<file path="src/rtl/ppbm_pkg.sv">
`timescale 1ns / 1ps
package ppbm_pkg;

   localparam int unsigned ChW = 5;
   localparam int unsigned PixW = 16;
   localparam logic [ChW-1:0] ChMax = 5'h1F;

   typedef enum logic [3:0] {
      MODE_COPY       = 4'd0,
      MODE_MULTIPLY   = 4'd1,
      MODE_GRAY       = 4'd2,
      MODE_LIGHTEN    = 4'd3,
      MODE_DARKEN     = 4'd4,
      MODE_DODGE      = 4'd5,
      MODE_SCREEN     = 4'd6,
      MODE_BURN       = 4'd7,
      MODE_DIFFERENCE = 4'd8,
      MODE_GRAY_STR   = 4'd9
   } mode_type;

   localparam logic OP_WRITE = 1'b0;
   localparam logic OP_BLEND = 1'b1;

   localparam logic [1:0] CSR_EFFECT_MODE   = 2'd0;
   localparam logic [1:0] CSR_LAYOUT_565    = 2'd1;
   localparam logic [1:0] CSR_GRAY_STRENGTH = 2'd2;

   typedef logic [ChW-1:0] chan_type;

   // settings travelling with a pixel through the blend pipe
   typedef struct packed {
      logic [3:0] mode;
      logic       layout_565;
      logic [5:0] strength;
   } blend_cfg_type;

   // dodge reciprocal: ceil(2^16 / (32-s)), exact for numerators below 1024
   function automatic logic [16:0] dodge_recip(input chan_type s);
      logic [16:0] m;
      case (s)
         5'd0:  m = 17'd2048;
         5'd1:  m = 17'd2115;
         5'd2:  m = 17'd2185;
         5'd3:  m = 17'd2260;
         5'd4:  m = 17'd2341;
         5'd5:  m = 17'd2428;
         5'd6:  m = 17'd2521;
         5'd7:  m = 17'd2622;
         5'd8:  m = 17'd2731;
         5'd9:  m = 17'd2850;
         5'd10: m = 17'd2979;
         5'd11: m = 17'd3121;
         5'd12: m = 17'd3277;
         5'd13: m = 17'd3450;
         5'd14: m = 17'd3641;
         5'd15: m = 17'd3856;
         5'd16: m = 17'd4096;
         5'd17: m = 17'd4370;
         5'd18: m = 17'd4682;
         5'd19: m = 17'd5042;
         5'd20: m = 17'd5462;
         5'd21: m = 17'd5958;
         5'd22: m = 17'd6554;
         5'd23: m = 17'd7282;
         5'd24: m = 17'd8192;
         5'd25: m = 17'd9363;
         5'd26: m = 17'd10923;
         5'd27: m = 17'd13108;
         5'd28: m = 17'd16384;
         5'd29: m = 17'd21846;
         5'd30: m = 17'd32768;
         default: m = 17'd65536;
      endcase
      return m;
   endfunction

   // (r+g+b)/3 for sums up to 93
   function automatic chan_type div3(input logic [6:0] v);
      logic [13:0] p;
      p = {7'd0, v} * 14'd43;
      return p[11:7];
   endfunction

endpackage

</file>
<file path="src/rtl/ppbm_chan.sv">
`timescale 1ns / 1ps
module ppbm_chan
   import ppbm_pkg::*;
(
   input  logic [3:0] mode,
   input  logic [5:0] strength,
   input  chan_type   b,
   input  chan_type   s,
   input  chan_type   avg,
   output chan_type   res
);
   logic [9:0]  mul_p;
   logic [9:0]  burn_p;
   logic [4:0]  mx;
   logic [4:0]  mn;
   logic [9:0]  scr_p;
   logic [5:0]  scr;
   logic [16:0] recip;
   logic [21:0] dodge_p;
   logic signed [6:0]  diff;
   logic signed [13:0] gp;
   logic signed [13:0] gv;

   always_comb begin
      mul_p  = {5'd0, b} * {5'd0, s};
      burn_p = {5'd0, b} * (10'd32 - {5'd0, s});
      mx = (b > s) ? b : s;
      mn = (b > s) ? s : b;
      scr_p = (10'd32 - {5'd0, mx}) * {5'd0, mn};
      scr = {1'b0, scr_p[9:5]} + {1'b0, mx};
      // dodge: (b<<5)/(32-s) by reciprocal multiply, b*m>>11
      recip = dodge_recip(s);
      dodge_p = 22'(b) * 22'(recip);
      // gray strength: avg + floor((c-avg)*k/32), clamped
      diff = $signed({2'b0, s}) - $signed({2'b0, avg});
      gp = 14'(diff) * $signed({8'd0, strength});
      gv = $signed({9'd0, avg}) + (gp >>> 5);
      unique case (mode)
         MODE_MULTIPLY:   res = mul_p[9:5];
         MODE_GRAY:       res = avg;
         MODE_LIGHTEN:    res = mx;
         MODE_DARKEN:     res = mn;
         MODE_DODGE:      res = (dodge_p[21:11] > 11'd31) ? ChMax : dodge_p[15:11];
         MODE_SCREEN:     res = scr[5] ? ChMax : scr[4:0];
         MODE_BURN:       res = burn_p[9:5];
         MODE_DIFFERENCE: res = mx - mn;
         MODE_GRAY_STR:   res = gv < 0 ? 5'd0 : (gv > 31 ? ChMax : gv[4:0]);
         default:         res = s;
      endcase
   end
endmodule
</file>
<file path="config.mk">
export PLATFORM = sky130hd
export DESIGN_NAME = ppbm_chan
export DESIGN_NICKNAME = d
export VERILOG_FILES = /design/src/rtl/ppbm_pkg.sv /design/src/rtl/ppbm_chan.sv
export SDC_FILE = /design/constraint.sdc
export NUM_CORES = 1
export LEC_CHECK = 0
export BUFFER_PORTS_ARGS = -buffer_cell sky130_fd_sc_hd__buf_2
export CORE_ASPECT_RATIO = 0.8
export CORE_MARGIN = 10
export CORE_UTILIZATION = 57
export DETAILED_ROUTE_END_ITERATION = 8
export PLACE_DENSITY_LB_ADDON = 0.15
export SYNTH_ARGS = -nofsm -noshare
export SYNTH_HDL_FRONTEND = slang
export SYNTH_SLANG_ARGS = --single-unit
export TNS_END_PERCENT = 1
</file>
<file path="constraint.sdc">
create_clock -name vclk -period 8.6
set_input_delay 1.29 -clock vclk [all_inputs]
set_output_delay 1.29 -clock vclk [all_outputs]
set_load 0.03 [all_outputs]
</file>
==> results.py <==
metrics = {
    "route": {
        "wl_met1_um": 10300,
        "ant_nets": 0,
        "drt_iter0_drc": 699,
        "routedWlPerCell_um": 16.9,
        "via_per_inst": 5.84,
        "dr_wl_met3_um": 2020,
        "routed.top_layer": "met4",
        "dr.pass1.iters": 5,
        "drt-total-wl_um": 22600,
        "vias": 7839,
        "route.detailed.drc": 0,
        "met2_length_um": 10100,
    },
    "sta": {
        "maxSlewHeadroom_pct": 59.2,
        "final-hold-violation-count": 0,
        "rsz0062_at_grt": "true",
        "fin_crit_sh_pct": 103,
        "worst_slew_pin_slew_ns": 0.606,
        "setup_tns_ns": -0.855,
        "fin_crit_ns": 8.86,
        "max_freq_ghz": 0.113,
        "slew_viol_final": 0,
        "setup_viol": 5,
        "layout_setup_ws_ns": -0.259,
    },
    "grt": {
        "grt_usage_pct": 22.7,
        "grt_pass1_wl_um": 38300,
        "globalRouteOverflowTotal": 0,
        "antenna_found_initial": 0,
        "first_global_vias": 7777,
        "grt_max_degree": 41,
    },
    "placement": {
        "dp_slack_ns": -0.484,
        "hpwl_um": 18000,
        "place_area_um2": 9400,
        "port-buffer-count": 30,
        "routabilityCongestion": 0.928,
    },
    "cells_and_area": {
        "fin_area_um2": 9840,
        "post-route-util_pct": 71.6,
        "seq_cells": 0,
        "seq_area_um2": 0,
        "fillers": 1128,
        "num-clock-buffers": 0,
        "nets": 1423,
        "multi_input_area_um2": 7810,
        "area_delta_synth_final_pct": 21.1,
        "diodes": 0,
        "layout-drive-gt1-share_pct": 21.8,
    },
    "floorplan": {
        "io-pin-count": 30,
        "core_area_um2": 13700,
        "initial_core_util_pct": 59.1,
        "die-area_um2": 19500,
        "die_h_um": 127,
        "die_w_um": 153,
        "rows": 38,
    },
    "setup_path": {
        "end_kind": "primary output",
        "worstPathArrival_ns": 7.57,
        "cp.required_ns": 7.31,
        "worst-path-max-fanout": 7,
        "crit_buf_inv": 7,
        "slowest_stage": "fa_1",
        "path_class": "in2out",
        "worst_setup_path_start_kind": "input pin",
        "cp-startpoint": "s[3]",
        "critPathMaxStageDelay_ns": 0.54,
        "cp_top_family": "adder cells",
    },
    "synthesis": {
        "syn-num-nets": 1304,
        "synth.cell_area_um2": 8130,
        "ys_warn_count": 0,
        "yosys-top-cells-area": "fa_1, ha_1, inv_1",
        "synth_cell_types": 74,
        "synthCells": 1046,
        "ys_seq_area_share_pct": 0,
        "syn_area_per_cell_um2": 7.77,
        "synth_top_cell_by_area": "fa_1",
        "netlist.area_leader.share_pct": 23.2,
    },
    "hold_path": {
        "hp-class": "in2out",
        "worstHoldStart": "s[1]",
    },
    "flow_run": {
        "max-cap-violations": 0,
    },
    "power": {
        "powerDensity_nw_per_um2": 230,
        "leakage_nw": 5.10,
        "ir_worst_vdd_mv": 0.572,
    },
    "run_status": {
        "violations": "negative setup slack",
        "status": "finished with violations",
    },
    "clocking": {
        "ctsHoldBuffers": 0,
    },
}
-- cell usage after synthesis, types with 10 or more instances --
| cell type | count |
|---|---|
| inv_1 | 155 |
| ha_1 | 139 |
| nand2_1 | 114 |
| fa_1 | 94 |
| nor2_1 | 68 |
| and2_1 | 62 |
| a21oi_1 | 47 |
| o21ai_0 | 38 |
| clkbuf_1 | 33 |
| xnor2_1 | 32 |
| a21o_1 | 19 |
| nand3_1 | 19 |
| xor2_1 | 19 |
| nor3_1 | 16 |
| mux2i_1 | 14 |
| nand2b_1 | 13 |
| nor2b_1 | 12 |
| a31oi_1 | 11 |
| o211ai_1 | 10 |
-- per-stage QoR --
stage | power (W) | hold slack [ns] | cells
floorplan | 0.00136 | 2.96 | 1046
global placement | 0.00196 | 3.26 | 1333
detailed placement | 0.00199 | 3.24 | 1333
CTS | 0.00215 | 3.15 | 1340
global route | 0.00252 | 3.17 | 1343
finish | 0.00227 | 3.17 | 1343
-- cells by family after synthesis --
logic type      synth area share [%]
compound gates                  16.5
xor+xnor                        5.50
fa+ha+maj                       44.6
buf+inv                         9.33
mux                             2.73
simple gates                    21.4
-- routing by layer --
layer  track usage (%)  up-vias
met2              37.1      294
met3              3.34       21
met4              1.55        0
met1              32.4     3785
met5                 0        -
li1                  -     3739
-- power breakdown --
group	leakage (nW)	switching, W	total (W)	internal (W)
combinational	5.10	0.00119	0.00227	0.00108
clock	0	0	0	0
sequential	0	0	0	0
-- worst paths after layout --
| check | cells after the start | endpoint |
|---|---|---|
| setup / recovery | 34 | res[3] |
| hold / removal | 5 | res[1] |
-- timing repair --
item,CTS,global route
pin swaps,43,28
setup endpoints to repair,5,5
gates cloned,0,0
gates resized for setup,61,21
hold endpoints to repair,0,0
buffers inserted,7,3
-- layout by cell type (no fill, tap or decap), types with 27 or more instances in the layout --
| master | n |
|---|---|
| ha_1 | 129 |
| a21oi_1 | 35 |
| inv_1 | 149 |
| and2_1 | 62 |
| buf_4 | 129 |
| xnor2_1 | 27 |
| o21ai_0 | 27 |
| nand2_1 | 114 |
| nor2_1 | 66 |
| fa_1 | 91 |
-- cell type report --
class	count	area share (%)
well taps	180	2.29
multi-input cells	848	79.3
inverters	157	6.22
repair buffers	158	12.2
(Power assumes the default switching activity.)
